===== config.mk =====
export PLATFORM = sky130hd
export DESIGN_NAME = spi_slave_ring_buffers
export DESIGN_NICKNAME = d
export VERILOG_FILES = /design/src/rtl/core/ssrb_pkg.sv /design/src/rtl/core/ssrb_ring.sv /design/src/rtl/core/ssrb_datapath.sv /design/src/rtl/core/ssrb_ctrl.sv /design/src/rtl/core/spi_slave_ring_buffers.sv
export SDC_FILE = /design/constraint.sdc
export NUM_CORES = 1
export LEC_CHECK = 0
export ABC_CLOCK_PERIOD_IN_PS = 3700
export BUFFER_PORTS_ARGS = -buffer_cell sky130_fd_sc_hd__buf_2
export CAP_MARGIN = 15
export CORE_MARGIN = 1
export CORE_UTILIZATION = 55
export DETAILED_ROUTE_END_ITERATION = 10
export GPL_ROUTABILITY_DRIVEN = 0
export PLACE_DENSITY = 0.78
export SYNTH_ARGS = -nofsm -noshare
export SYNTH_HDL_FRONTEND = slang
export SYNTH_SLANG_ARGS = --single-unit

===== constraint.sdc =====
create_clock -name clk_i -period 3.7 [get_ports clk_i]
set_clock_uncertainty 0.2 [all_clocks]
set_input_delay 0.37 -clock clk_i [delete_from_list [all_inputs] [get_ports clk_i]]
set_output_delay 0.37 -clock clk_i [all_outputs]
set_load 0.02 [all_outputs]

===== src/rtl/core/ssrb_pkg.sv =====
package ssrb_pkg;

  // Ring geometry
  localparam int unsigned DEPTH   = 32;
  localparam int unsigned PTR_W   = (DEPTH > 1) ? $clog2(DEPTH) : 1;
  localparam int unsigned CNT_W   = $clog2(DEPTH + 1);
  localparam int unsigned SUM_W   = PTR_W + 1;
  localparam int unsigned LEVEL_W = 6;
  localparam int unsigned BYTE_W  = 8;

  // Stream widths
  localparam int unsigned OP_W       = 2;
  localparam int unsigned S_TDATA_W  = 8;
  localparam int unsigned M_FIELDS_W = BYTE_W + 1 + 2 * LEVEL_W;
  localparam int unsigned M_TDATA_W  = ((M_FIELDS_W + 7) / 8) * 8;

  typedef enum logic [OP_W-1:0] {
    OP_SPI_XCHG = 2'd0,
    OP_HOST_PUT = 2'd1,
    OP_HOST_GET = 2'd2,
    OP_NONE     = 2'd3
  } op_e;

  typedef enum logic [1:0] {
    ST_IDLE,
    ST_EXEC,
    ST_RESP
  } state_e;

  // Which ring supplies the result byte
  typedef enum logic [1:0] {
    SRC_ZERO,
    SRC_TX,
    SRC_RX
  } src_e;

  typedef struct packed {
    logic capture;
    logic execute;
  } dp_cmd_t;

endpackage


===== src/rtl/core/ssrb_ring.sv =====
module ssrb_ring
  import ssrb_pkg::*;
(
  input  logic              clk_i,
  input  logic              rst_ni,
  input  logic              push_i,
  input  logic              pop_i,
  input  logic [BYTE_W-1:0] wdata_i,
  output logic [CNT_W-1:0]  count_o,
  output logic [BYTE_W-1:0] rdata_o
);

  logic [BYTE_W-1:0] mem [DEPTH];
  logic [PTR_W-1:0]  head_q, head_d;
  logic [CNT_W-1:0]  count_q, count_d;
  logic [BYTE_W-1:0] rdata_q;
  logic [SUM_W-1:0]  wr_sum;
  logic [PTR_W-1:0]  wr_idx;

  // Tail = head + count, folded back once into range
  assign wr_sum = SUM_W'(head_q) + SUM_W'(count_q);
  assign wr_idx = (wr_sum >= SUM_W'(DEPTH)) ? PTR_W'(wr_sum - SUM_W'(DEPTH))
                                            : PTR_W'(wr_sum);

  always_comb begin
    head_d  = head_q;
    count_d = count_q;
    if (push_i) begin
      count_d = count_q + CNT_W'(1);
    end else if (pop_i) begin
      head_d  = (head_q == PTR_W'(DEPTH - 1)) ? '0 : head_q + PTR_W'(1);
      count_d = count_q - CNT_W'(1);
    end
  end

  always_ff @(posedge clk_i or negedge rst_ni) begin
    if (!rst_ni) begin
      head_q  <= '0;
      count_q <= '0;
    end else begin
      head_q  <= head_d;
      count_q <= count_d;
    end
  end

  always_ff @(posedge clk_i) begin
    if (push_i) begin
      mem[wr_idx] <= wdata_i;
    end
    if (pop_i) begin
      rdata_q <= mem[head_q];
    end
  end

  assign count_o = count_q;
  assign rdata_o = rdata_q;

endmodule


===== src/rtl/core/ssrb_datapath.sv =====
module ssrb_datapath
  import ssrb_pkg::*;
(
  input  logic                 clk_i,
  input  logic                 rst_ni,
  input  dp_cmd_t              cmd_i,
  input  logic [OP_W-1:0]      opcode_i,
  input  logic [BYTE_W-1:0]    data_in_i,
  output logic [BYTE_W-1:0]    out_byte_o,
  output logic                 accepted_o,
  output logic [LEVEL_W-1:0]   tx_level_o,
  output logic [LEVEL_W-1:0]   rx_level_o
);

  op_e               op_q;
  logic [BYTE_W-1:0] din_q;
  src_e              src_q, src_d;
  logic              acc_q, acc_d;

  logic              tx_push, tx_pop, rx_push, rx_pop;
  logic [CNT_W-1:0]  tx_count, rx_count;
  logic [BYTE_W-1:0] tx_rdata, rx_rdata;
  logic              tx_full, tx_empty, rx_full, rx_empty;

  assign tx_full  = (tx_count == CNT_W'(DEPTH));
  assign rx_full  = (rx_count == CNT_W'(DEPTH));
  assign tx_empty = (tx_count == '0);
  assign rx_empty = (rx_count == '0);

  always_ff @(posedge clk_i) begin
    if (cmd_i.capture) begin
      op_q  <= op_e'(opcode_i);
      din_q <= data_in_i;
    end
  end

  // Decode one operation; rings move only in the execute cycle
  always_comb begin
    tx_push = 1'b0;
    tx_pop  = 1'b0;
    rx_push = 1'b0;
    rx_pop  = 1'b0;
    src_d   = SRC_ZERO;
    acc_d   = 1'b0;
    case (op_q)
      OP_SPI_XCHG: begin
        rx_push = (din_q != '0) && !rx_full;
        tx_pop  = !tx_empty;
        acc_d   = rx_push;
        src_d   = tx_pop ? SRC_TX : SRC_ZERO;
      end
      OP_HOST_PUT: begin
        tx_push = !tx_full;
        acc_d   = tx_push;
      end
      OP_HOST_GET: begin
        rx_pop = !rx_empty;
        acc_d  = rx_pop;
        src_d  = rx_pop ? SRC_RX : SRC_ZERO;
      end
      OP_NONE: begin
        acc_d = 1'b0;
      end
      default: begin
        acc_d = 1'b0;
      end
    endcase
    if (!cmd_i.execute) begin
      tx_push = 1'b0;
      tx_pop  = 1'b0;
      rx_push = 1'b0;
      rx_pop  = 1'b0;
    end
  end

  always_ff @(posedge clk_i or negedge rst_ni) begin
    if (!rst_ni) begin
      src_q <= SRC_ZERO;
      acc_q <= 1'b0;
    end else if (cmd_i.execute) begin
      src_q <= src_d;
      acc_q <= acc_d;
    end
  end

  ssrb_ring u_tx_ring (
    .clk_i   (clk_i),
    .rst_ni  (rst_ni),
    .push_i  (tx_push),
    .pop_i   (tx_pop),
    .wdata_i (din_q),
    .count_o (tx_count),
    .rdata_o (tx_rdata)
  );

  ssrb_ring u_rx_ring (
    .clk_i   (clk_i),
    .rst_ni  (rst_ni),
    .push_i  (rx_push),
    .pop_i   (rx_pop),
    .wdata_i (din_q),
    .count_o (rx_count),
    .rdata_o (rx_rdata)
  );

  always_comb begin
    case (src_q)
      SRC_TX:  out_byte_o = tx_rdata;
      SRC_RX:  out_byte_o = rx_rdata;
      default: out_byte_o = '0;
    endcase
  end

  assign accepted_o = acc_q;
  assign tx_level_o = LEVEL_W'(tx_count);
  assign rx_level_o = LEVEL_W'(rx_count);

endmodule


===== src/rtl/core/ssrb_ctrl.sv =====
module ssrb_ctrl
  import ssrb_pkg::*;
(
  input  logic    clk_i,
  input  logic    rst_ni,
  input  logic    in_valid_i,
  output logic    in_ready_o,
  output logic    out_valid_o,
  input  logic    out_ready_i,
  output dp_cmd_t cmd_o
);

  state_e state_q, state_d;

  always_comb begin
    state_d = state_q;
    case (state_q)
      ST_IDLE: begin
        if (in_valid_i) begin
          state_d = ST_EXEC;
        end
      end
      ST_EXEC: begin
        state_d = ST_RESP;
      end
      ST_RESP: begin
        if (out_ready_i) begin
          state_d = ST_IDLE;
        end
      end
      default: begin
        state_d = ST_IDLE;
      end
    endcase
  end

  always_comb begin
    in_ready_o    = 1'b0;
    out_valid_o   = 1'b0;
    cmd_o.capture = 1'b0;
    cmd_o.execute = 1'b0;
    case (state_q)
      ST_IDLE: begin
        in_ready_o    = 1'b1;
        cmd_o.capture = in_valid_i;
      end
      ST_EXEC: begin
        cmd_o.execute = 1'b1;
      end
      ST_RESP: begin
        out_valid_o = 1'b1;
      end
      default: begin
        in_ready_o = 1'b0;
      end
    endcase
  end

  always_ff @(posedge clk_i or negedge rst_ni) begin
    if (!rst_ni) begin
      state_q <= ST_IDLE;
    end else begin
      state_q <= state_d;
    end
  end

endmodule


===== src/rtl/core/spi_slave_ring_buffers.sv =====
// Sequencing: input taken in idle, rings updated in the execute state, result valid in respond.
// Throughput: no new transaction is taken until the previous result has been taken;
//   the controller sequence of capture, ring update and response sets this order.
// Reset: rst_ni is asynchronous, active low; it empties both rings (heads and counts
//   to zero) and returns the controller to idle. Ring storage itself is not cleared.
module spi_slave_ring_buffers
  import ssrb_pkg::*;
(
  input  logic                 clk_i,
  input  logic                 rst_ni,
  // Input stream
  input  logic                 s_axis_tvalid,
  output logic                 s_axis_tready,
  input  logic [S_TDATA_W-1:0] s_axis_tdata,  // [7:0] data_in
  input  logic [OP_W-1:0]      s_axis_tuser,  // [1:0] opcode
  // Result stream
  output logic                 m_axis_tvalid,
  input  logic                 m_axis_tready,
  output logic [M_TDATA_W-1:0] m_axis_tdata   // [7:0] out_byte, [8] accepted,
                                              // [14:9] tx_level, [20:15] rx_level
);

  dp_cmd_t             cmd;
  logic [BYTE_W-1:0]   out_byte;
  logic                accepted;
  logic [LEVEL_W-1:0]  tx_level;
  logic [LEVEL_W-1:0]  rx_level;

  // Sequence each transaction: take it in idle, update the rings, hold the result
  ssrb_ctrl u_ctrl (
    .clk_i       (clk_i),
    .rst_ni      (rst_ni),
    .in_valid_i  (s_axis_tvalid),
    .in_ready_o  (s_axis_tready),
    .out_valid_o (m_axis_tvalid),
    .out_ready_i (m_axis_tready),
    .cmd_o       (cmd)
  );

  // Both rings plus the operation decode; the result holds until the next execute
  ssrb_datapath u_datapath (
    .clk_i      (clk_i),
    .rst_ni     (rst_ni),
    .cmd_i      (cmd),
    .opcode_i   (s_axis_tuser),
    .data_in_i  (s_axis_tdata[BYTE_W-1:0]),
    .out_byte_o (out_byte),
    .accepted_o (accepted),
    .tx_level_o (tx_level),
    .rx_level_o (rx_level)
  );

  // Pack result fields from the lowest bit up, pad with zeros to whole bytes
  assign m_axis_tdata = M_TDATA_W'({rx_level, tx_level, accepted, out_byte});

endmodule


==> metrics.yaml <==
status: "finished clean"
power_mw: 18.4
die_height_um: 206
drive_gt1_share_pct: 20.0
avgSynthCellArea_sq_um: 17.8
nets: 1456
grt_pass1_wl_um: 75400
finalSetupViolCount: 0
synth-simple-area-share_pct: 5.47
synth_top_area_share_pct: 70.7
fin_area_sq_mm: 0.0259
dpl.cell_count: 1876
crit_required_ns: 3.69
area_growth_pct: 13.4
synth-seq-cells: 565
vias: 12500
critPathLaunchType: "register"
viasPerCell: 6.26
io_pins: 40
synthAdderAreaFrac_pct: 1.55
cp-end-kind: "register"
clkLatencyLatePin_ns: 0.58
use_met3_pct: 4.54
htreeDepth: 2
critPathMaxFanout: 9
rsz0062_at_grt: "true"
dieArea_sq_mm: 0.0424
post_cts_buffers: 0
antenna_found_initial: 0
num_rows: 74
critPathArrivalTime_ns: 3.48
wl_per_cell_um: 25.0
dpl_cell_area_sq_mm: 0.0241
ys.flop_type: "edfxtp_1"
criticalPathCategory: "register to register"
grt_overflow: 0
clk_pin_slew_ns: 0.06
met2_usage_pct: 37.6
grt_util_met1_pct: 34.7
grt_busiest_layer: "met2"
yosysMostFrequentCell: "edfxtp_1"
tightest_slew_ns: 1.12
power.leakage_nw: 8.81
cts.sinks: 565
fp.coreArea_sq_mm: 0.0409
numCtsBuffers: 53
slew_headroom_pct: 24.4
synthMuxAreaShare_pct: 12.1
peakVddDrop_mv: 0.554
synth_top_cell_by_area: "edfxtp_1"
setup_slack_ns: 0.203
ys_warn_count: 0
postRouteAntennaNets: 0
synth_compound_area_share_pct: 4.62
initial_utilization_pct: 55.9
drtIter0Drc: 1352
syn_inst: 1281
synth_xor_xnor_area_share_pct: 0.843
period_share_pct: 94.5
drc_errors: 0
synth_cell_type_count: 53
p_per_area_mw_per_mm2: 712
maxCapViolCount: 0
synth.top_cells.by_count: "edfxtp_1 (538), mux2i_1 (129), a22oi_1 (72), mux4_2 (64), nor4_1 (48)"
tritoncts: "done"
grt_max_degree: 65
hold_viol: 0
timing.fmax_mhz: 286
hpwl_um: 29700
die_w_um: 206
hold_class: "primary input to async pin"
final_cells: 1990
place_ws_ns: 0.238
synth_top_family_by_area: "multiplexers"
grt.total_usage_pct: 24.2
seq_area_frac_synth_pct: 73.6
first_global_vias: 12500
synth_edf_count: 538
wirelength_um: 49800
clockBufferDepth: 3
async_flop_share_pct: 4.78
first_pass_iters: 6
synth.area.top_cells: "edfxtp_1 (71%), mux4_2 (6.3%), mux2i_1 (5.6%), dfrtp_1 (3.0%), a22oi_1 (2.4%)"
period_minus_slack_ns: 3.50
syn_area_sq_mm: 0.0229
diodes: 0
finalMaxSlewViolations: 0
io_buffer_count: 36
cts_root_buffer: "clkbuf_16"
power breakdown:
| group | internal [mW] | switching [mW] | leakage (nW) |
|---|---|---|---|
| combinational | 2.04 | 3.45 | 2.81 |
| sequential | 7.54 | 0.223 | 5.18 |
| clock | 2.94 | 2.25 | 0.818 |
per-layer routing:
layer	part of all wire [%]	up-vias
met4	3.1	0
li1	-	5465
met2	47	599
met3	8.4	106
met5	0	-
met1	41	6284
cells by family after synthesis:
| group | Yosys count |
|---|---|
| flops | 565 |
| simple gates | 233 |
| mux | 197 |
| compound gates | 151 |
| buf+inv | 86 |
| fa+ha+maj | 26 |
| xor+xnor | 22 |
| other cells | 1 |
critical path, stage by stage, from the launching register on:
cell	delay [ns]
dfrtp_1	0.50
ha_1	0.23
inv_1	0.06
fa_1	0.43
nor2b_1	0.13
o21ai_0	0.09
nand2b_1	0.13
xnor2_1	0.33
nor3_1	1.01
final cells by class:
cell class,count,area [sq um]
clock buffers,65,1390
fillers,2739,15000
multi-input cells,632,5650
inverters,14,52.6
well taps,532,666
flip-flops and latches,565,16800
clock inverters,32,253
repair buffers,150,1070
final timing paths:
| kind | end | slack (ns) | depth (start not counted) | from |
|---|---|---|---|---|
| setup / recovery | u_datapath.u_tx_ring.mem[20][6]$_DFFE_PP_ | 0.20 | 8 | u_datapath.u_tx_ring.count_o[0]$_DFFE_PN0P_ |
| hold / removal | u_datapath.u_tx_ring.count_o[3]$_DFFE_PN0P_ | 0.17 | 2 | rst_ni |
| setup reg to reg | u_datapath.u_tx_ring.mem[20][6]$_DFFE_PP_ | 0.20 | 8 | u_datapath.u_tx_ring.count_o[0]$_DFFE_PN0P_ |
| hold reg to reg | u_datapath.accepted_o$_DFFE_PN0N_ | 0.35 | 2 | u_datapath.accepted_o$_DFFE_PN0N_ |
| max in group asynchronous | u_datapath.u_rx_ring.head_q[0]$_DFFE_PN0P_ | 2.62 | 2 | rst_ni |
| min in group clk_i | u_datapath.op_q[0]$_DFFE_PP_ | 0.30 | 2 | s_axis_tuser[0] |
state kept, by name (all words and copies together) (netlist names), 5 cells and up:
signal,cells
u_datapath.u_tx_ring.count_o,6
u_datapath.din_q,8
u_datapath.u_rx_ring.count_o,6
u_datapath.u_rx_ring.mem,256
u_datapath.u_tx_ring.rdata_o,8
u_datapath.u_rx_ring.head_q,5
u_datapath.u_tx_ring.mem,256
u_datapath.u_tx_ring.head_q,5
u_datapath.u_rx_ring.rdata_o,8
cells in the final DEF (no fill, tap or decap), types with 10 or more instances in the layout:
master           n
nand2_1         47
inv_1           14
dlygate4sd3_1   13
ha_1            22
buf_4           99
edfxtp_1       538
clkinv_2        14
buf_2           37
nor2_1          20
dfrtp_1         25
mux2i_1        129
a21oi_1         25
clkbuf_1        10
xnor2_1         10
xor2_1          12
o21ai_0         20
nor3_1          19
a22oi_1         72
nand3_1         45
mux4_2          64
clkbuf_16       53
nor4_1          48
clkinv_1        12
per-stage QoR:
stage,hold WS (ns),setup TNS [ns],utilization [%]
global route,0.229,-1.26,63.3
detailed placement,0.249,0,58.9
global placement,0.243,0,58.9
floorplan,-0.126,0,-
finish,0.172,0,63.3
CTS,0.174,0,63.3
what timing repair did:
action                                  in CTS  in global routing
endpoints found under the hold margin       39                  0
gates resized for setup                      0                  1
hold buffers                                13                  0
endpoints found under the setup margin       0                 41
Note: power is estimated with default switching activity, not from simulation.
